$ cat config.mk
export PLATFORM = sky130hd
export DESIGN_NAME = pbmt_cmd_queue
export DESIGN_NICKNAME = d
export VERILOG_FILES = /design/src/sv/pbmt_pkg.sv /design/src/sv/pbmt_cmd_queue.sv
export SDC_FILE = /design/constraint.sdc
export NUM_CORES = 1
export LEC_CHECK = 0
export BUFFER_PORTS_ARGS = -buffer_cell sky130_fd_sc_hd__buf_2
export CORE_ASPECT_RATIO = 1.1
export CORE_MARGIN = 5
export CORE_UTILIZATION = 52
export CTS_CLUSTER_DIAMETER = 60
export DETAILED_ROUTE_END_ITERATION = 8
export HOLD_SLACK_MARGIN = 0.1
export PLACE_DENSITY = 0.78
export SYNTH_ARGS = -nofsm -noshare
export SYNTH_HDL_FRONTEND = slang
export SYNTH_SLANG_ARGS = --single-unit
$ cat constraint.sdc
create_clock -name clk -period 8.81 [get_ports clk]
set_input_delay 1.762 -clock clk [delete_from_list [all_inputs] [get_ports clk]]
set_output_delay 1.762 -clock clk [all_outputs]
set_load 0.05 [all_outputs]
$ cat src/sv/pbmt_pkg.sv
// Shared types, constants and a helper function for the pair bucket maximum tracker.
`timescale 1ns / 1ps

package pbmt_pkg;

    localparam int NUM_CHROM  = 32;
    localparam int CHROM_W    = 5;
    localparam int PAIR_COUNT = NUM_CHROM * (NUM_CHROM + 1) / 2;
    localparam int PAIR_IDX_W = $clog2(PAIR_COUNT);
    localparam int LOD_W      = 24;
    localparam int POS_W      = 16;
    localparam int SQTL_W     = 23;
    localparam int MASK_W     = 32;
    localparam int CMD_DEPTH  = 2;
    localparam int CMD_PTR_W  = (CMD_DEPTH > 1) ? $clog2(CMD_DEPTH) : 1;
    localparam int RES_DEPTH  = 2;
    localparam int RES_PTR_W  = (RES_DEPTH > 1) ? $clog2(RES_DEPTH) : 1;

    typedef enum logic [1:0] {
        REQ_SCORE = 2'd0,
        REQ_READ  = 2'd1,
        REQ_CLEAR = 2'd2
    } req_t;

    typedef enum logic [1:0] {
        CRIT_JOINT = 2'd0,
        CRIT_ADD   = 2'd1,
        CRIT_INTER = 2'd2
    } crit_t;

    typedef enum logic [1:0] {
        ST_CLEAR,
        ST_IDLE,
        ST_EXEC
    } back_state_t;

    typedef struct packed {
        req_t                    kind;
        logic [PAIR_IDX_W-1:0]   pair_idx;
        logic [CHROM_W-1:0]      chrom_a;
        logic [CHROM_W-1:0]      chrom_b;
        logic [POS_W-1:0]        pos_a;
        logic [POS_W-1:0]        pos_b;
        logic signed [LOD_W-1:0] lod_full;
        logic signed [LOD_W-1:0] lod_add;
        logic signed [LOD_W-1:0] lod_x_single;
        logic signed [LOD_W:0]   lod_diff;
        logic                    on_diagonal;
        crit_t                   criterion;
    } cmd_t;

    typedef struct packed {
        logic signed [LOD_W-1:0] lod_full;
        logic signed [LOD_W-1:0] lod_add;
        logic [POS_W-1:0]        pos_first;
        logic [POS_W-1:0]        pos_second;
    } rec_t;

    typedef struct packed {
        rec_t joint;
        rec_t additive;
        rec_t inter;
    } entry_t;

    typedef struct packed {
        logic signed [LOD_W-1:0] best;
        logic signed [LOD_W-1:0] best_x;
    } single_t;

    typedef struct packed {
        logic signed [LOD_W-1:0] lod_full_at_max;
        logic signed [LOD_W-1:0] lod_add_at_max;
        logic [POS_W-1:0]        pos_first;
        logic [POS_W-1:0]        pos_second;
        logic [SQTL_W-1:0]       lod_single_qtl;
    } res_t;

    typedef struct packed {
        logic clearing;
        logic idle;
    } back_status_t;

    function automatic logic [PAIR_IDX_W-1:0] pair_index(
        input logic [CHROM_W-1:0] a,
        input logic [CHROM_W-1:0] b
    );
        logic [CHROM_W-1:0]   lo;
        logic [CHROM_W-1:0]   hi;
        logic [2*CHROM_W-1:0] tri_v;
        logic [PAIR_IDX_W:0]  idx_w;
        lo    = (a < b) ? a : b;
        hi    = (a < b) ? b : a;
        tri_v = (2*CHROM_W)'(lo) * (2*CHROM_W)'(lo - CHROM_W'(1));
        idx_w = (PAIR_IDX_W+1)'(lo) * (PAIR_IDX_W+1)'(NUM_CHROM)
              - (PAIR_IDX_W+1)'(tri_v >> 1)
              + (PAIR_IDX_W+1)'(hi - lo);
        return idx_w[PAIR_IDX_W-1:0];
    endfunction

endpackage

$ cat src/sv/pbmt_cmd_queue.sv
// Short command queue between the front end and the back end.
`timescale 1ns / 1ps

module pbmt_cmd_queue (
    input  logic           clk,
    input  logic           rst_n,
    input  logic           wr_en,
    input  pbmt_pkg::cmd_t wr_data,
    input  logic           rd_en,
    output pbmt_pkg::cmd_t rd_data,
    output logic           q_full,
    output logic           q_empty
);

    pbmt_pkg::cmd_t slot_reg [pbmt_pkg::CMD_DEPTH];

    logic [pbmt_pkg::CMD_PTR_W-1:0] wr_ptr_reg, wr_ptr_next;
    logic [pbmt_pkg::CMD_PTR_W-1:0] rd_ptr_reg, rd_ptr_next;
    logic [pbmt_pkg::CMD_PTR_W:0]   count_reg, count_next;
    logic                           do_wr;
    logic                           do_rd;

    assign q_full  = (count_reg == (pbmt_pkg::CMD_PTR_W+1)'(pbmt_pkg::CMD_DEPTH));
    assign q_empty = (count_reg == '0);
    assign do_wr   = wr_en && !q_full;
    assign do_rd   = rd_en && !q_empty;
    assign rd_data = slot_reg[rd_ptr_reg];

    always_comb
    begin
        wr_ptr_next = wr_ptr_reg;
        rd_ptr_next = rd_ptr_reg;
        count_next  = count_reg;
        if (do_wr)
        begin
            wr_ptr_next = (wr_ptr_reg == pbmt_pkg::CMD_PTR_W'(pbmt_pkg::CMD_DEPTH - 1))
                        ? '0 : wr_ptr_reg + pbmt_pkg::CMD_PTR_W'(1);
        end
        if (do_rd)
        begin
            rd_ptr_next = (rd_ptr_reg == pbmt_pkg::CMD_PTR_W'(pbmt_pkg::CMD_DEPTH - 1))
                        ? '0 : rd_ptr_reg + pbmt_pkg::CMD_PTR_W'(1);
        end
        if (do_wr && !do_rd)
        begin
            count_next = count_reg + (pbmt_pkg::CMD_PTR_W+1)'(1);
        end
        else if (do_rd && !do_wr)
        begin
            count_next = count_reg - (pbmt_pkg::CMD_PTR_W+1)'(1);
        end
    end

    always_ff @(posedge clk or negedge rst_n)
    begin
        if (!rst_n)
        begin
            wr_ptr_reg <= '0;
            rd_ptr_reg <= '0;
            count_reg  <= '0;
        end
        else
        begin
            wr_ptr_reg <= wr_ptr_next;
            rd_ptr_reg <= rd_ptr_next;
            count_reg  <= count_next;
        end
    end

    always_ff @(posedge clk)
    begin
        if (do_wr)
        begin
            slot_reg[wr_ptr_reg] <= wr_data;
        end
    end

endmodule

==> results of run 1 <==
==> cell families (layout without fill, tap and decap cells) <==
logic type                 Yosys count  count (layout)  share of synthesized area [%]
AOI/OAI and AO/OA                    1               1                         0.0439
xor gates and xnor gates             5               5                          0.385
adders and majority gates            1               1                          0.110
buffers and inverters               19             373                           1.90
DFF                                312             312                           82.1
muxes                              154             154                           15.2
other                                0               4                              0
and+or+nand+nor                      6               6                          0.242
==> routing by layer <==
layer	track usage [%]	vias to the layer above
met4	4.58	6
met5	0	-
met3	5.95	34
met2	30.6	241
li1	-	2655
met1	19.8	2803
==> cell type report <==
| class | instances | area (sq um) |
|---|---|---|
| Fill cell | 1469 | 7240 |
| Timing Repair Buffer | 318 | 1600 |
| Inverter | 2 | 7.51 |
| Clock inverter | 19 | 244 |
| Tap cell | 290 | 363 |
| Clock buffer | 34 | 787 |
| Multi-Input combinational cell | 167 | 1840 |
| Antenna cell | 4 | 10.0 |
| Sequential cell | 312 | 9350 |
==> placed cells by master, fill, tap and decap left out <==
cell type and instances:
inv_6 1, buf_2 313, o21ai_0 1, clkbuf_16 31, xor2_1 2, ha_1 1
inv_1 2, mux2_2 154, buf_4 5, bufinv_16 6, clkinv_1 6, nor2_1 2
diode_2 4, nor2_4 1, clkbuf_1 3, dfrtp_1 3, and3_4 1, nand2_1 1
xnor2_1 3, clkinvlp_4 1, nand2b_1 1, dfrtp_4 1, clkinv_2 5, edfxtp_1 308
==> power groups by stage <==
stage / combinational, mW / sequential, mW / clock (mW)
after floorplan: 1.92 / 2.16 / 0
after global placement: 2.29 / 2.19 / 0
after detailed placement: 2.30 / 2.21 / 0
after CTS: 2.31 / 2.18 / 1.34
after global routing: 2.38 / 2.21 / 1.42
final: 2.28 / 2.18 / 1.31
==> final timing paths <==
path / to / start / cells past startpoint
min in group asynchronous: wr_ptr_reg / rst_n / 1
worst min register to register: count_reg[1] / count_reg[1] / 1
worst min-delay path: count_reg[1] / count_reg[1] / 1
max in group asynchronous: rd_ptr_reg / rst_n / 1
worst max register to register: slot_reg[1][147] / count_reg[0] / 4
worst max-delay path: rd_data[52] / rd_ptr_reg / 3
==> impl_metrics.py, run 1 <==
metrics = {
    "clock_tree": {
        "tritoncts": "done",
        "cts_hold_buf": 0,
        "cts.htree.levels": 1,
        "cts.root.buffer_cell": "clkbuf_16",
        "clock_tree_sinks": 312,
        "cts-resized-gates": 0,
        "clock_latency_ps": 530,
        "max-clock-path-buffers": 3,
        "clkSlewWorstSetupHoldPaths_ps": 60,
        "post-cts-setup-buffers": 0,
        "cts_buffers": 30,
    },
    "synthesis": {
        "netlist_top_cells_count": "edfxtp_1, mux2_2, buf_6",
        "yosysSeqAreaShare_pct": 82.1,
        "synthesis.area_per_instance_sq_um": 22.9,
        "synthTopCellsByArea": "edfxtp_1, mux2_2, buf_6",
        "synth_cells": 498,
        "yosys_register_bits": 312,
        "ys_types": 14,
        "post_synth_instance_area_sq_um": 11400,
        "synthMostInstantiatedCell": "edfxtp_1",
        "yosysTopAreaCell": "edfxtp_1",
        "synth-warning-count": 0,
        "syn-num-nets": 657,
        "dominant_register_cell_in_the_synthesized_netlist": "edfxtp_1",
        "yosys.area.top_type_share_pct": 81.2,
        "asyncSetResetFlopFracSynth_pct": 1.28,
        "number_of_synthesized_flops_with_an_enable_pin": 308,
    },
    "place": {
        "detailed_place_hpwl_mm": 15.0,
        "place.port_buffers": 313,
        "gpl.final_weighted_congestion": 0.725,
        "post-place-ws_ps": 4250,
        "placement.cell_area_sq_um": 13200,
        "post_place_cells": 1089,
    },
    "routing": {
        "dr_total_vias": 5739,
        "route.met3.wl_mm": 2.30,
        "route.met2.wl_mm": 11.4,
        "drt_wl_total_mm": 22.3,
        "via_count_normalized_by_instance_count": 5.01,
        "drtPass1Iterations": 4,
        "drt_iter0_markers": 249,
        "detail_route.wirelength.met1_mm": 8.15,
        "dr_top_layer": "met5",
        "drc": 0,
        "routed_wire_length_per_instance_um": 19.5,
        "ant_nets": 0,
    },
    "layout": {
        "drive_above_1_share_pct": 60.9,
        "flow.area_growth_from_synthesis_pct": 24.7,
        "final_std_cell_area_no_fill_sq_um": 14200,
        "stdcell_count": 1146,
        "fin_nets": 990,
        "largest_register_ff_count": 308,
        "finish.utilization_pct": 66.2,
    },
    "sta": {
        "min_period_over_period_pct": 56.7,
        "report.final.setup_viol": 0,
        "tightest_slew_ps": 1070,
        "top_achievable_clock_speed_mhz": 200,
        "grt_setup_unrepaired": "no",
        "final.min_clock_period_ps": 5000,
        "skew_ps": 8.71,
        "maxSlewHeadroom_pct": 28.8,
        "worst_slack_ps": 3810,
        "finalMaxSlewViolations": 0,
        "final-hold-violation-count": 0,
        "finalSetupTns_ps": 0,
        "final.hold.worst_slack_ps": 525,
    },
    "critical_path": {
        "path_class": "reg2out",
        "setup.reg_to_reg.worst_slack_ps": 5740,
        "required_time_at_the_endpoint_of_the_critical_path_ps": 7050,
        "worst-endpoint-arrival_ps": 3230,
        "critical-path-top-delay-family": "buffers and inverters",
        "critical_path_peak_fanout": 78,
        "worstSetupStartpointType": "register",
        "cp_cell_sequence": "buf_4 > mux2_2 > buf_2",
        "slowest_delay_ps": 1070,
        "critical_path_buf_inv_count": 2,
        "worst_path_max_delay_cell": "dfrtp_4",
        "timing.critical_path.to_type": "primary output",
    },
    "outcome": {
        "status": "complete, no violations",
    },
    "global_routing": {
        "grt_start_max_net_pins": 79,
        "grt_pass1_wl_mm": 32.9,
        "number_of_antenna_violations_at_the_first_check_in_global_routing": 5,
        "grt_pass1_vias": 6255,
        "gr-usage-all-layers_pct": 17.2,
        "globalRoute.totalOverflow": 0,
    },
    "pwr": {
        "clockPowerShare_pct": 22.8,
        "totalPowerFinal_mw": 5.76,
        "switching_power_mw": 2.32,
        "proportion_of_total_power_due_to_net_switching_pct": 40.2,
        "power_per_cell_area_nw_per_um2": 406,
        "intPower_mw": 3.45,
        "max-vdd-ir-drop_mv": 0.345,
        "pwr-share-comb_pct": 39.5,
        "leakage_nw": 5.33,
        "power.share.sequential_pct": 37.8,
    },
    "floorplan": {
        "starting_density_of_the_core_pct": 53.1,
        "num_rows": 56,
        "num_io_pins": 314,
        "dieWidth_um": 151,
        "dieHeight_um": 165,
        "fp.dieArea_sq_um": 25000,
        "fp.coreArea_sq_um": 21400,
    },
    "min_path": {
        "worst_hold_path_type": "reg2reg",
    },
    "run": {
        "drv_cap": 0,
    },
}
(Power assumes the default switching activity.)
==> run 2: changes to the inputs <==
CORE_UTILIZATION = 47   (was 52)
PLACE_DENSITY = 0.75   (was 0.78)
clock period = 4.3 ns   (was 8.81 ns; I/O delays follow)
==> run 2 against run 1 <==
Effect of this change: clock skew is 0.88 ps higher; core utilization is 6.6 points lower; sequential power is 100% higher; register-to-register slack worse by 3300 ps; cell count is 1.6% higher; non-clock buffer count is 3 higher; hold slack worse by 17 ps; critical endpoint is now rd_data[117]; setup slack worse by 2800 ps; sequential share of layout area is 0.064 points higher.
==> impl_metrics.py, run 2 (synthesis gave the netlist of run 1 again) <==
metrics = {
    "outcome": {
        "status": "complete, no violations",
    },
    "global_routing": {
        "groute.layer.met3.usage_pct": 5.14,
        "grt_pass1_vias": 6188,
        "grt_pass1_wl_mm": 33.5,
        "number_of_antenna_violations_at_the_first_check_in_global_routing": 10,
        "globalRoute.totalOverflow": 0,
        "grt_start_max_net_pins": 93,
        "gr-max-usage-layer": "met2",
        "grt.met1_usage_pct": 18.0,
        "global_route.usage.met2_pct": 27.5,
        "gr-usage-all-layers_pct": 15.7,
    },
    "sta": {
        "final.hold.worst_slack_ps": 508,
        "final.min_clock_period_ps": 3300,
        "min_period_over_period_pct": 76.8,
        "report.final.setup_viol": 0,
        "skew_ps": 9.60,
        "final-hold-violation-count": 0,
        "top_achievable_clock_speed_mhz": 303,
        "grt_setup_unrepaired": "no",
        "finalSetupTns_ps": 0,
        "finalMaxSlewViolations": 0,
        "tightest_slew_ps": 851,
        "maxSlewHeadroom_pct": 43.3,
    },
    "clock_tree": {
        "max-clock-path-buffers": 3,
        "cts_buffers": 31,
        "cts.root.buffer_cell": "clkbuf_16",
        "cts.htree.levels": 1,
        "cts-resized-gates": 0,
        "clkSlewWorstSetupHoldPaths_ps": 60,
        "clock_tree_sinks": 312,
        "clock_latency_ps": 540,
        "tritoncts": "done",
    },
    "floorplan": {
        "num_rows": 59,
        "num_io_pins": 314,
        "fp.coreArea_sq_um": 23800,
        "starting_density_of_the_core_pct": 47.9,
        "dieHeight_um": 173,
        "dieWidth_um": 158,
        "fp.dieArea_sq_um": 27400,
    },
    "place": {
        "gpl.final_weighted_congestion": 0.737,
        "place.port_buffers": 313,
        "detailed_place_hpwl_mm": 15.2,
        "post_place_cells": 1106,
    },
    "critical_path": {
        "worstSetupStartpointType": "register",
        "cp_cell_sequence": "buf_12 > mux2_2 > buf_2",
        "critical_path_peak_fanout": 57,
        "timing.rr.start": "count_reg[0]",
        "cp-endpoint": "rd_data[117]",
        "path_class": "reg2out",
        "timing.critical_path.to_type": "primary output",
        "setup.reg_to_reg.worst_slack_ps": 2400,
        "r2r-end": "slot_reg[1][124]",
        "worst-endpoint-arrival_ps": 2440,
        "critPathLaunch": "rd_ptr_reg",
        "r2r_cells": 3,
        "worst_path_max_delay_cell": "dfrtp_4",
        "slowest_delay_ps": 900,
        "required_time_at_the_endpoint_of_the_critical_path_ps": 3440,
    },
    "layout": {
        "ff_latch_area_sq_um": 9350,
        "finish.utilization_pct": 59.7,
        "fin_nets": 994,
        "stdcell_count": 1164,
        "largest_register_ff_count": 308,
        "top_library_cells_by_usage_in_the_layout_fill_and_taps_aside": "buf_2, edfxtp_1, mux2_2, clkbuf_16, clkinv_1",
        "flow.area_growth_from_synthesis_pct": 24.6,
        "fillers": 1761,
        "commonest_non_fill_non_tap_cell_in_the_layout": "buf_2",
        "multiInputGateArea_sq_um": 1840,
        "drive_above_1_share_pct": 60.0,
    },
    "pwr": {
        "power_per_cell_area_nw_per_um2": 817,
        "max-vdd-ir-drop_mv": 0.470,
        "totalPowerFinal_mw": 11.6,
        "leakage_nw": 5.30,
    },
    "min_path": {
        "worst_hold_path_type": "in2reg",
        "hold_start": "wr_data[24]",
    },
    "routing": {
        "dr_total_vias": 5803,
        "drc": 0,
        "drt_iter0_markers": 278,
        "ant_nets": 0,
        "drt_wl_total_mm": 22.6,
        "via_count_normalized_by_instance_count": 4.99,
        "drtPass1Iterations": 4,
        "routed_wire_length_per_instance_um": 19.4,
    },
    "run": {
        "drv_cap": 0,
    },
}
-- run 2: changes by cell type in the layout (fill, tap and decap cells not counted) --
cell and change:
buf_12 +4, buf_4 -2, bufinv_16 -4, clkbuf_1 +5, clkinv_1 +3, clkinv_2 -4
dlygate4sd3_1 +1, inv_6 -1, inv_8 +1
-- run 2: power by group --
part | total (mW) | switching, mW | leakage (nW) | internal [mW]
clock network | 2.45 | 1.02 | 0.444 | 1.43
logic | 4.74 | 3.47 | 1.95 | 1.27
registers | 4.41 | 0.248 | 2.91 | 4.16
total | 11.6 | 4.74 | 5.30 | 6.86
-- run 2: timing repair --
item,4_1_cts,5_1_grt
buffers inserted,0,0
hold buffers,1,0
hold endpoints to repair,1,0
-- run 2: layout make-up --
type	instances	area share, %
diodes	4	0.0705
flip-flops and latches	312	65.9
clock buffers	39	5.68
clock inverters	14	0.829
inverters	2	0.0529
repair buffers	321	11.8
well taps	305	2.69
multi-input cells	167	12.9
-- run 2: worst min-delay path by stage --
stage / end / slack, ps / cells past startpoint
floorplan: count_reg[1] / 480 / 1
global placement: count_reg[1] / 500 / 1
detailed placement: count_reg[1] / 530 / 1
CTS: slot_reg[1][26] / 480 / 1
global route: slot_reg[0][71] / 480 / 1
finish: slot_reg[0][24] / 510 / 1
-- run 2: stage by stage --
step | instance area, sq um | setup slack, ps
4_1_cts | 14200 | 916
3_3_place_gp | 13200 | 1500
3_5_place_dp | 13200 | 1490
5_1_grt | 14200 | 865
6_report | 14200 | 998
2_1_floorplan | 11400 | 616
-- run 2: per-layer routing --
metal / vias to the layer above / routed length (um)
met5: - / 74
met4: 12 / 680
met3: 67 / 2280
met2: 254 / 11600
met1: 2801 / 7970
li1: 2669 / -
-- run 2: worst max-delay path: cells and delay by family, from the launching register on --
kind | cells | cell delay, ps
buf+inv | 2 | 600
flops | 1 | 900
mux | 1 | 390
