===== config.mk =====
export PLATFORM = sky130hd
export DESIGN_NAME = pbmt_front
export DESIGN_NICKNAME = d
export VERILOG_FILES = /design/src/sv/pbmt_pkg.sv /design/src/sv/pbmt_front.sv
export SDC_FILE = /design/constraint.sdc
export NUM_CORES = 1
export LEC_CHECK = 0
export BUFFER_PORTS_ARGS = -buffer_cell sky130_fd_sc_hd__buf_2
export CAP_MARGIN = 20
export CELL_PAD_IN_SITES_DETAIL_PLACEMENT = 2
export CELL_PAD_IN_SITES_GLOBAL_PLACEMENT = 2
export CORE_MARGIN = 2
export CORE_UTILIZATION = 22
export DETAILED_ROUTE_END_ITERATION = 10
export GPL_TIMING_DRIVEN = 0
export PLACE_DENSITY_LB_ADDON = 0.1
export SLEW_MARGIN = 20
export SYNTH_ARGS = -nofsm -noshare
export SYNTH_HDL_FRONTEND = slang
export SYNTH_SLANG_ARGS = --single-unit

===== constraint.sdc =====
create_clock -name vclk -period 15.35
set_input_delay 3.07 -clock vclk [all_inputs]
set_output_delay 3.07 -clock vclk [all_outputs]
set_load 0.05 [all_outputs]

===== src/sv/pbmt_pkg.sv =====
// Shared types, constants and a helper function for the pair bucket maximum tracker.
`timescale 1ns / 1ps

package pbmt_pkg;

    localparam int NUM_CHROM  = 32;
    localparam int CHROM_W    = 5;
    localparam int PAIR_COUNT = NUM_CHROM * (NUM_CHROM + 1) / 2;
    localparam int PAIR_IDX_W = $clog2(PAIR_COUNT);
    localparam int LOD_W      = 24;
    localparam int POS_W      = 16;
    localparam int SQTL_W     = 23;
    localparam int MASK_W     = 32;
    localparam int CMD_DEPTH  = 2;
    localparam int CMD_PTR_W  = (CMD_DEPTH > 1) ? $clog2(CMD_DEPTH) : 1;
    localparam int RES_DEPTH  = 2;
    localparam int RES_PTR_W  = (RES_DEPTH > 1) ? $clog2(RES_DEPTH) : 1;

    typedef enum logic [1:0] {
        REQ_SCORE = 2'd0,
        REQ_READ  = 2'd1,
        REQ_CLEAR = 2'd2
    } req_t;

    typedef enum logic [1:0] {
        CRIT_JOINT = 2'd0,
        CRIT_ADD   = 2'd1,
        CRIT_INTER = 2'd2
    } crit_t;

    typedef enum logic [1:0] {
        ST_CLEAR,
        ST_IDLE,
        ST_EXEC
    } back_state_t;

    typedef struct packed {
        req_t                    kind;
        logic [PAIR_IDX_W-1:0]   pair_idx;
        logic [CHROM_W-1:0]      chrom_a;
        logic [CHROM_W-1:0]      chrom_b;
        logic [POS_W-1:0]        pos_a;
        logic [POS_W-1:0]        pos_b;
        logic signed [LOD_W-1:0] lod_full;
        logic signed [LOD_W-1:0] lod_add;
        logic signed [LOD_W-1:0] lod_x_single;
        logic signed [LOD_W:0]   lod_diff;
        logic                    on_diagonal;
        crit_t                   criterion;
    } cmd_t;

    typedef struct packed {
        logic signed [LOD_W-1:0] lod_full;
        logic signed [LOD_W-1:0] lod_add;
        logic [POS_W-1:0]        pos_first;
        logic [POS_W-1:0]        pos_second;
    } rec_t;

    typedef struct packed {
        rec_t joint;
        rec_t additive;
        rec_t inter;
    } entry_t;

    typedef struct packed {
        logic signed [LOD_W-1:0] best;
        logic signed [LOD_W-1:0] best_x;
    } single_t;

    typedef struct packed {
        logic signed [LOD_W-1:0] lod_full_at_max;
        logic signed [LOD_W-1:0] lod_add_at_max;
        logic [POS_W-1:0]        pos_first;
        logic [POS_W-1:0]        pos_second;
        logic [SQTL_W-1:0]       lod_single_qtl;
    } res_t;

    typedef struct packed {
        logic clearing;
        logic idle;
    } back_status_t;

    function automatic logic [PAIR_IDX_W-1:0] pair_index(
        input logic [CHROM_W-1:0] a,
        input logic [CHROM_W-1:0] b
    );
        logic [CHROM_W-1:0]   lo;
        logic [CHROM_W-1:0]   hi;
        logic [2*CHROM_W-1:0] tri_v;
        logic [PAIR_IDX_W:0]  idx_w;
        lo    = (a < b) ? a : b;
        hi    = (a < b) ? b : a;
        tri_v = (2*CHROM_W)'(lo) * (2*CHROM_W)'(lo - CHROM_W'(1));
        idx_w = (PAIR_IDX_W+1)'(lo) * (PAIR_IDX_W+1)'(NUM_CHROM)
              - (PAIR_IDX_W+1)'(tri_v >> 1)
              + (PAIR_IDX_W+1)'(hi - lo);
        return idx_w[PAIR_IDX_W-1:0];
    endfunction

endpackage


===== src/sv/pbmt_front.sv =====
// Front end: accepts request items, classifies them and builds queue commands.
`timescale 1ns / 1ps

module pbmt_front (
    input  logic                                     push,
    input  logic                                     full,
    input  logic [1:0]                               req_type,
    input  logic [pbmt_pkg::CHROM_W-1:0]             chrom_a,
    input  logic [pbmt_pkg::CHROM_W-1:0]             chrom_b,
    input  logic [pbmt_pkg::POS_W-1:0]               pos_a,
    input  logic [pbmt_pkg::POS_W-1:0]               pos_b,
    input  logic signed [pbmt_pkg::LOD_W-1:0]        lod_full,
    input  logic signed [pbmt_pkg::LOD_W-1:0]        lod_add,
    input  logic signed [pbmt_pkg::LOD_W-1:0]        lod_x_single,
    input  logic                                     on_diagonal,
    input  logic [1:0]                               criterion,
    output logic                                     cmd_push,
    output pbmt_pkg::cmd_t                           cmd
);

    logic accept;
    logic known_req;

    assign accept = push && !full;

    always_comb
    begin
        case (pbmt_pkg::req_t'(req_type))
            pbmt_pkg::REQ_SCORE,
            pbmt_pkg::REQ_READ,
            pbmt_pkg::REQ_CLEAR: known_req = 1'b1;
            default:             known_req = 1'b0;
        endcase
    end

    assign cmd_push = accept && known_req;

    always_comb
    begin
        cmd.kind         = pbmt_pkg::req_t'(req_type);
        cmd.pair_idx     = pbmt_pkg::pair_index(chrom_a, chrom_b);
        cmd.chrom_a      = chrom_a;
        cmd.chrom_b      = chrom_b;
        cmd.pos_a        = pos_a;
        cmd.pos_b        = pos_b;
        cmd.lod_full     = lod_full;
        cmd.lod_add      = lod_add;
        cmd.lod_x_single = lod_x_single;
        cmd.lod_diff     = $signed({lod_full[pbmt_pkg::LOD_W-1], lod_full})
                         - $signed({lod_add[pbmt_pkg::LOD_W-1], lod_add});
        cmd.on_diagonal  = on_diagonal;
        cmd.criterion    = pbmt_pkg::crit_t'(criterion);
    end

endmodule


==> results of run 1 <==
through the flow:
step | total power, uW | utilization
4_1_cts | 1130 | 0.302
6_report | 1110 | 0.302
2_1_floorplan | 861 | -
5_1_grt | 1200 | 0.302
3_3_place_gp | 1100 | 0.302
3_5_place_dp | 1130 | 0.302
routing by layer:
| layer | vias to the layer above | global-route usage | share of wire |
|---|---|---|---|
| li1 | 2122 | - | - |
| met1 | 2033 | 0.166 | 0.41 |
| met2 | 154 | 0.275 | 0.54 |
| met3 | 2 | 0.00923 | 0.054 |
| met4 | 0 | 0.00213 | 0.00099 |
| met5 | - | 0 | 0 |
critical path: cells and delay by family:
family                     cells  cell delay [ps]
buffers and inverters          9             1280
adders and majority gates      9             4130
AOI/OAI and AO/OA              7             1350
xor gates and xnor gates       4              710
and+or+nand+nor                5              650
placed cells by master, fill, tap and decap left out, types with 4 or more instances in the layout:
master / synthesis / routed
or2_2: 5 / 5
ha_1: 64 / 64
o21ai_0: 16 / 16
buf_4: 119 / 119
nand2_1: 16 / 16
nand3_1: 4 / 4
inv_1: 72 / 72
o21a_1: 6 / 6
nor3_1: 8 / 8
nor2_1: 47 / 47
nor2b_1: 6 / 6
fa_1: 19 / 19
nand2b_1: 10 / 10
buf_2: 3 / 220
o21bai_1: 4 / 4
and3_1: 4 / 4
a21oi_1: 29 / 29
a21o_1: 6 / 6
xor2_1: 9 / 9
xnor2_1: 24 / 24
worst max-delay path by stage:
stage	end	slack, ps
after floorplan	cmd[151]	1660
after global placement	cmd[151]	1110
after detailed placement	cmd[151]	1010
after CTS	cmd[151]	950
after global routing	cmd[151]	600
final	cmd[151]	1080
cell type report:
type               instances  area, sq um
fillers                 2215        12600
multi-input cells        342         2870
repair buffers           217         1090
plain buffers            125          927
well taps                229          287
inverters                 74          280
where the power goes:
part | switching [uW] | total (uW) | leakage (uW) | internal [uW]
clock | 0 | 0 | 0 | 0
sequential | 0 | 0 | 0 | 0
combinational | 782 | 1110 | 0.00312 | 327
cells by family after synthesis:
logic type      after synthesis
compound gates              103
xor+xnor                     34
fa+ha+maj                    83
buf+inv                     199
mux                           8
simple gates                114
==> metrics.md, run 1 <==
| Metric | Value |
|---|---|
| Setup ws final | `between 1000 and 1500 ps` |
| Hold Violations, Final | `0` |
| Worst VDD drop | `0.346 mV` |
| Post-synthesis adder-cell area fraction | `0.289` |
| CP max-delay cell | `fa_1` |
| Distinct cells, synth | `68` |
| DRT Wirelength | `about 14,000 um` |
| Seq_cells | `0` |
| Max cap viols | `0` |
| Syn_area_per_cell | `about 7.5 sq um` |
| Xor and xnor fraction of the mapped netlist area | `0.0748` |
| Post-synth top cells | `buf_4 (119), inv_1 (72), ha_1 (64)` |
| Via count | `4,311` |
| Tcrit/Tclk final | `0.930` |
| Die width | `140 um` |
| Compound-Gate Fraction of Synth Area | `0.175` |
| Fin cells | `987` |
| Fin nets | `964` |
| CP max stage delay | `560 ps` |
| Worst Setup SP | `chrom_b[2]` |
| Max-slew headroom | `0.561` |
| Antenna-violating nets left | `0` |
| Mux contribution to synthesized area | `0.0270` |
| Core Box Area | `18,100 sq um` |
| Final Setup Violations | `0` |
| Pins Over Slew Limit | `0` |
| CP Data Required Time | `12,280 ps` |
| Post-CTS setup buffer count | `0` |
| FF/Latch Area | `0 sq um` |
| CP dominant cell by count | `fa_1` |
| Critical Path Start Type | `primary input` |
| Hold Crit Start | `lod_x_single[15]` |
| Via-to-Cell Ratio | `4.37` |
| Min Hold Slack | `6440 ps` |
| Ys Warns | `0` |
| WHS Path Cells | `2` |
| Pwr/cell area | `about 200 nW/um^2` |
| TritonRoute pass-1 iters | `4` |
| Synth Cell Area | `4080 sq um` |
| Synth Area in Simple Gates | `0.138` |
| Hold Path Class | `in -> out` |
| Vias in the first global route | `4,573` |
| Maximum clock rate | `70.1 MHz` |
| Largest cells by area after synthesis | `buf_4 (22%), ha_1 (20%), fa_1 (9.3%)` |
| Global-route usage over all layers | `0.136` |
| Worst slew pin tran | `657 ps` |
| Post-route DRC | `0` |
| Minimum clock period | `14,270 ps` |
| Max Fanout on Critical Path | `10` |
| DP Worst Slack | `1010 ps` |
| Cell type with the highest aggregate area in the netlist | `buf_4` |
| Syn Nets | `745` |
| Initial core utilization | `0.226` |
| Sequential share of the synthesized area | `0` |
| TNS Setup | `0 ps` |
| I/O pins | `276` |
| Final design instance area without fill | `5450 sq um` |
| Unrepaired setup endpoints after global routing | `no` |
| Largest family of logic cells by synthesized area | `buffers and inverters` |
| Largest net degree at the start of global routing | `11` |
| Layout Area Growth over Synthesis | `33.6%` |
| Critical path type | `in -> out` |
| Leakage power | `around 0.0031 uW` |
| Die Area | `19,700 sq um` |
| Synth top area share | `0.219` |
| Post-cts resize count | `0` |
| Clk_buf instances | `0` |
| Num rows | `49` |
| First-pass GRT wire length | `22,900 um` |
| Routability cong. | `0.730` |
| Layout cells sized above 1 | `0.476` |
| Status | `finished, final reports clean` |
| DP HPWL | `13,100 um` |
| Arrival time at the worst endpoint | `11,200 ps` |
| I/O Buffers | `217` |
| Mapped Cells | `541` |
| CP Capture Type | `primary output` |
| Die height | `140 um` |
| Placed inst area | `5450 sq um` |
| Post-CTS Hold Fix Bufs | `0` |
| Top-count cell post-synth | `buf_4` |
| Dpl cells | `987` |
| DR iter-0 viols | `70` |
| Avg WL per Cell | `14.4 um` |
| Number of antenna violations at the first check in global routing | `0` |
| Worst Hold End | `cmd[43]` |
| GRT overflow | `0` |
| N_diodes | `0` |
No activity file was read; power rests on OpenSTA's default activity.
==> run 2: changes to the inputs <==
--- a/config.mk
+++ b/config.mk
@@ -9,8 +9,8 @@
 export CAP_MARGIN = 20
 export CELL_PAD_IN_SITES_DETAIL_PLACEMENT = 2
 export CELL_PAD_IN_SITES_GLOBAL_PLACEMENT = 2
-export CORE_MARGIN = 2
-export CORE_UTILIZATION = 22
+export CORE_MARGIN = 3
+export CORE_UTILIZATION = 24
 export DETAILED_ROUTE_END_ITERATION = 10
 export GPL_TIMING_DRIVEN = 0
 export PLACE_DENSITY_LB_ADDON = 0.1
==> constraint.sdc (replaced) <==
create_clock -name vclk -period 16.7
set_input_delay 3.34 -clock vclk [all_inputs]
set_output_delay 3.34 -clock vclk [all_outputs]
set_load 0.05 [all_outputs]
==> run 2 against run 1 <==
Critical path depth fell by 2. Utilization rose by 2.5 points. Worst hold slack improved by 540 ps. Non-clock buffer count did not move. Via count fell by 0.84%. Final cell count fell by 0.91%. Setup slack improved by 710 ps. Final area fell by 0.21%. Largest cell class unchanged.
==> metrics.md, run 2 (synthesis gave the netlist of run 1 again) <==
| Metric | Value |
|---|---|
| DR iter-0 viols | `73` |
| Largest net degree at the start of global routing | `11` |
| Post-route DRC | `0` |
| Seq_cells | `0` |
| N_diodes | `0` |
| CP max stage delay | `570 ps` |
| Via-to-Cell Ratio | `4.37` |
| Global-route usage over all layers | `0.136` |
| Worst slew pin tran | `624 ps` |
| Layout Area Growth over Synthesis | `33.4%` |
| DRT Wirelength | `13,600 um` |
| Hold Violations, Final | `0` |
| WHS Path Cells | `2` |
| CP delay by family, top | `adder cells` |
| Met2 Wirelength | `between 7000 and 8000 um` |
| Pins Over Slew Limit | `0` |
| Number of antenna violations at the first check in global routing | `0` |
| Max-slew headroom | `0.583` |
| Fillers | `2,002` |
| CP Capture Type | `primary output` |
| Die height | `136 um` |
| Leakage power | `just over 0.003 uW` |
| Critical Path Start Type | `primary input` |
| I/O Buffers | `217` |
| FF/Latch Area | `0 sq um` |
| Hold Crit Start | `lod_x_single[18]` |
| I/O pins | `276` |
| Max Fanout on Critical Path | `10` |
| Hold Path Class | `in -> out` |
| Num rows | `47` |
| Multi-input combinational cell area | `2870 sq um` |
| Vias in the first global route | `4,565` |
| Dpl cells | `978` |
| CP Data Required Time | `13,360 ps` |
| Metal-1 WL | `5700 um` |
| Commonest non-fill, non-tap cells in the layout | `buf_2 (220), buf_4 (119), inv_1 (72)` |
| Max cap viols | `0` |
| Final Setup Violations | `0` |
| Minimum clock period | `around 15,000 ps` |
| Top Layer Used | `met4` |
| Arrival time at the worst endpoint | `11,570 ps` |
| Worst Path Buf+Inv | `8` |
| Routability cong. | `0.766` |
| TNS Setup | `0 ps` |
| First-pass GRT wire length | `21,400 um` |
| Layout cells sized above 1 | `0.476` |
| Initial core utilization | `0.245` |
| Tcrit/Tclk final | `0.893` |
| GRT overflow | `0` |
| Critical path type | `in -> out` |
| Die Area | `18,600 sq um` |
| Pwr/cell area | `188 nW/um^2` |
| Post-CTS Hold Fix Bufs | `0` |
| Status | `finished, final reports clean` |
| Post-CTS setup buffer count | `0` |
| CP max-delay cell | `fa_1` |
| Fin nets | `964` |
| Avg WL per Cell | `between 10 and 15 um` |
| DP HPWL | `12,700 um` |
| Unrepaired setup endpoints after global routing | `no` |
| Fin util | `0.327` |
| Met3 WL | `817 um` |
| Core Box Area | `16,600 sq um` |
| Maximum clock rate | `67.1 MHz` |
| Post-cts resize count | `0` |
| Worst VDD drop | `0.174 mV` |
| Commonest non-fill, non-tap cell in the layout | `buf_2` |
| TritonRoute pass-1 iters | `4` |
| Antenna-violating nets left | `0` |
| CP dominant cell by count | `fa_1` |
| Worst Hold End | `cmd[46]` |
| Die width | `136 um` |
| Clk_buf instances | `0` |
| Via count | `4,275` |
| Fin cells | `~980` |
## run 2: area by class of cell
cell class / instances / area share
multi-input cells: 342 / 0.528
repair buffers: 217 / 0.200
plain buffers: 125 / 0.170
inverters: 74 / 0.0515
well taps: 220 / 0.0506
## run 2: routing by layer
metal | global-route usage | vias to the layer above
met5 | 0 | -
met4 | 0.00168 | 0
met3 | 0.00740 | 2
met2 | 0.263 | 170
met1 | 0.174 | 1983
li1 | - | 2120
## run 2: per-stage QoR
stage / hold slack (ps) / cell area [sq um] / setup slack [ps] / power [uW]
5_1_grt: 6990 / 5440 / 1250 / 1110
3_3_place_gp: 6980 / 5440 / 1870 / 1010
6_report: 6980 / 5440 / 1790 / 1020
2_1_floorplan: 6850 / 4080 / 2470 / 792
3_5_place_dp: 6980 / 5440 / 1690 / 1040
4_1_cts: 6980 / 5440 / 1670 / 1040
## run 2: how the worst max path moves through the flow
stage	to	cells after the start	slack [ps]	start
global placement	cmd[151]	34	1870	chrom_b[2]
finish	cmd[151]	32	1790	chrom_b[2]
CTS	cmd[151]	34	1670	chrom_b[2]
detailed placement	cmd[151]	34	1690	chrom_b[2]
global route	cmd[151]	32	1250	chrom_b[2]
floorplan	cmd[151]	32	2470	chrom_b[2]
## run 2: power breakdown
group          total (uW)  switching, uW  internal (uW)  leakage [uW]
clock network           0              0              0             0
registers               0              0              0             0
logic                1020            721            301       0.00312
total                1020            721            301       0.00312
==> run 3: changes to the inputs <==
--- a/config.mk
+++ b/config.mk
@@ -5,12 +5,12 @@
 export SDC_FILE = /design/constraint.sdc
 export NUM_CORES = 1
 export LEC_CHECK = 0
+export ABC_AREA = 1
 export BUFFER_PORTS_ARGS = -buffer_cell sky130_fd_sc_hd__buf_2
-export CAP_MARGIN = 20
 export CELL_PAD_IN_SITES_DETAIL_PLACEMENT = 2
 export CELL_PAD_IN_SITES_GLOBAL_PLACEMENT = 2
 export CORE_MARGIN = 3
-export CORE_UTILIZATION = 24
+export CORE_UTILIZATION = 23
 export DETAILED_ROUTE_END_ITERATION = 10
 export GPL_TIMING_DRIVEN = 0
 export PLACE_DENSITY_LB_ADDON = 0.1
==> run 3 against run 2 <==
Setup slack gained 230 ps. Sequential share of layout area is the same. Maximum frequency grew 1.5%. First-iteration DRC count shrank 38%. Synthesized area shrank 2.0%. Combinational power grew 9.8%. Flip-flop and latch count is the same. Largest cell class unchanged.
==> metrics.md, run 3 <==
| Metric | Value |
|---|---|
| Status | `finished, final reports clean` |
| Ys Warns | `0` |
| Synth top area share | `0.223` |
| Via count | `4,260` |
| Hold Violations, Final | `0` |
| Clk_buf instances | `0` |
| Fin util | `0.319` |
| Largest family of logic cells by synthesized area | `buffers and inverters` |
| Synth Cell Area | `4000 sq um` |
| Worst VDD drop | `0.413 mV` |
| N_diodes | `0` |
| Largest cells by area after synthesis | `buf_4 (22%), ha_1 (20%), fa_1 (9.5%)` |
| Post-CTS Hold Fix Bufs | `0` |
| Antenna-violating nets left | `0` |
| Leakage power | `0.00331 uW` |
| Initial core utilization | `0.238` |
| Minimum clock period | `between 10,000 and 15,000 ps` |
| Syn Nets | `791` |
| Maximum clock rate | `between 60 and 70 MHz` |
| Unrepaired setup endpoints after global routing | `no` |
| Number of antenna violations at the first check in global routing | `0` |
| Post-route DRC | `0` |
| Routability cong. | `about 0.74` |
| Num rows | `47` |
| Syn_area_per_cell | `6.81 sq um` |
| CP Data Required Time | `13,360 ps` |
| Compound-Gate Fraction of Synth Area | `0.0957` |
| Global-route usage over all layers | `0.130` |
| Sequential share of the synthesized area | `0` |
| Post-synth top cells | `buf_4 (119), inv_1 (101), nand2_1 (82)` |
| Final Setup Violations | `0` |
| Distinct cells, synth | `34` |
| Tcrit/Tclk final | `0.879` |
| GRT overflow | `0` |
| Critical path type | `in -> out` |
| TNS Setup | `0 ps` |
| Setup ws final | `2020 ps` |
| Fin nets | `1,010` |
| Pwr/cell area | `210 nW/um^2` |
| Metal-1 WL | `5260 um` |
| Mux contribution to synthesized area | `0` |
| Top-count cell post-synth | `buf_4` |
| Arrival time at the worst endpoint | `11,340 ps` |
| DP HPWL | `12,800 um` |
| Die width | `about 140 um` |
| Mapped Cells | `about 590` |
| FF/Latch Area | `0 sq um` |
| DP Worst Slack | `1890 ps` |
| Core Box Area | `16,800 sq um` |
| Seq_cells | `0` |
| Commonest non-fill, non-tap cell in the layout | `buf_2` |
| Via-to-Cell Ratio | `4.16` |
| Worst slew pin tran | `480 ps` |
| DR iter-0 viols | `45` |
| Largest net degree at the start of global routing | `12` |
| Post-CTS setup buffer count | `0` |
| Critical Path Start Type | `primary input` |
| I/O pins | `between 200 and 300` |
| Flop pwr share | `0` |
| CP Capture Type | `primary output` |
| Avg WL per Cell | `13.2 um` |
| Die Area | `19,000 sq um` |
| Max cap viols | `0` |
| Logic pwr share | `1.000` |
| Layout Area Growth over Synthesis | `34.0%` |
| Met3 WL | `999 um` |
| Pins Over Slew Limit | `0` |
| Power share of the clock group | `0` |
| I/O Buffers | `217` |
| DRT Wirelength | `~14,000 um` |
| Vias in the first global route | `approximately 4.5k` |
| CP max stage delay | `approximately 560 ps` |
| CP dominant cell by count | `inv_1` |
| Top Layer Used | `met3` |
| Max Fanout on Critical Path | `11` |
| Met2 Wirelength | `approximately 7300 um` |
| Die height | `138 um` |
| Post-synthesis adder-cell area fraction | `0.295` |
| Fillers | `about 2.1k` |
| Switching share of power | `0.714` |
| Xor and xnor fraction of the mapped netlist area | `0.0895` |
| Layout cells sized above 1 | `0.456` |
| TritonRoute pass-1 iters | `4` |
| Cell type with the highest aggregate area in the netlist | `buf_4` |
| First-pass GRT wire length | `21,000 um` |
| Max-slew headroom | `0.680` |
| Commonest non-fill, non-tap cells in the layout | `buf_2 (217), buf_4 (119), inv_1 (101)` |
| NetSw | `804 uW` |
| Hold Path Class | `in -> out` |
| Synth Area in Simple Gates | `0.198` |
| CP max-delay cell | `fa_1` |
| Internal power | `321 uW` |
| Post-cts resize count | `0` |
-- run 3: changes by cell type after synthesis, sizes merged, moves of 10 or more --
cell and change:
nand2 +81, inv +31, xor2 +20, nand3 +17, xnor2 -14, nand2b -10
-- run 3: critical path: cells and delay by family --
kind | cells | cell delay [ps]
AND/OR/NAND/NOR | 11 | 1530
buffers and inverters | 9 | 760
XOR/XNOR | 4 | 820
adder cells (fa/ha/maj) | 10 | 4340
AO/OA/AOI/OAI | 2 | 520
-- run 3: layout make-up --
class                      instances  area (sq um)  share of cell area
timing repair buffer             217          1090               0.203
multi-input combinational        363          2710               0.506
buffer                           119           893               0.167
tap                              220           275              0.0513
inverter                         105           394              0.0735
-- run 3: power groups by stage --
stage | sequential (uW) | combinational, uW | clock, uW
2_1_floorplan | 0 | 897 | 0
3_3_place_gp | 0 | 1120 | 0
5_1_grt | 0 | 1240 | 0
3_5_place_dp | 0 | 1150 | 0
6_report | 0 | 1120 | 0
4_1_cts | 0 | 1150 | 0
-- run 3: kinds of logic (layout without fill, tap and decap cells) --
logic type / count (synthesis) / after routing
compound gates: 66 / 66
xor+xnor: 40 / 40
fa+ha+maj: 83 / 83
buf+inv: 224 / 441
simple gates: 174 / 174
-- run 3: final timing paths --
path	start	endpoint	cells past startpoint
max	chrom_b[4]	cmd[151]	36
min	pos_b[8]	cmd[108]	2
-- run 3: stage by stage --
stage | total power (uW) | cell area, sq um | cells | hold WS [ps]
floorplan | 897 | 4000 | 587 | 6850
global placement | 1120 | 5360 | 1024 | 6980
detailed placement | 1150 | 5360 | 1024 | 6980
CTS | 1150 | 5360 | 1024 | 6980
global route | 1240 | 5360 | 1024 | 6990
finish | 1120 | 5360 | 1024 | 6980
-- run 3: metal layers --
metal / vias to the layer above / track usage
met5: - / 0
met4: 0 / 0
met3: 0 / 0.00907
met2: 143 / 0.264
met1: 1962 / 0.158
li1: 2155 / -
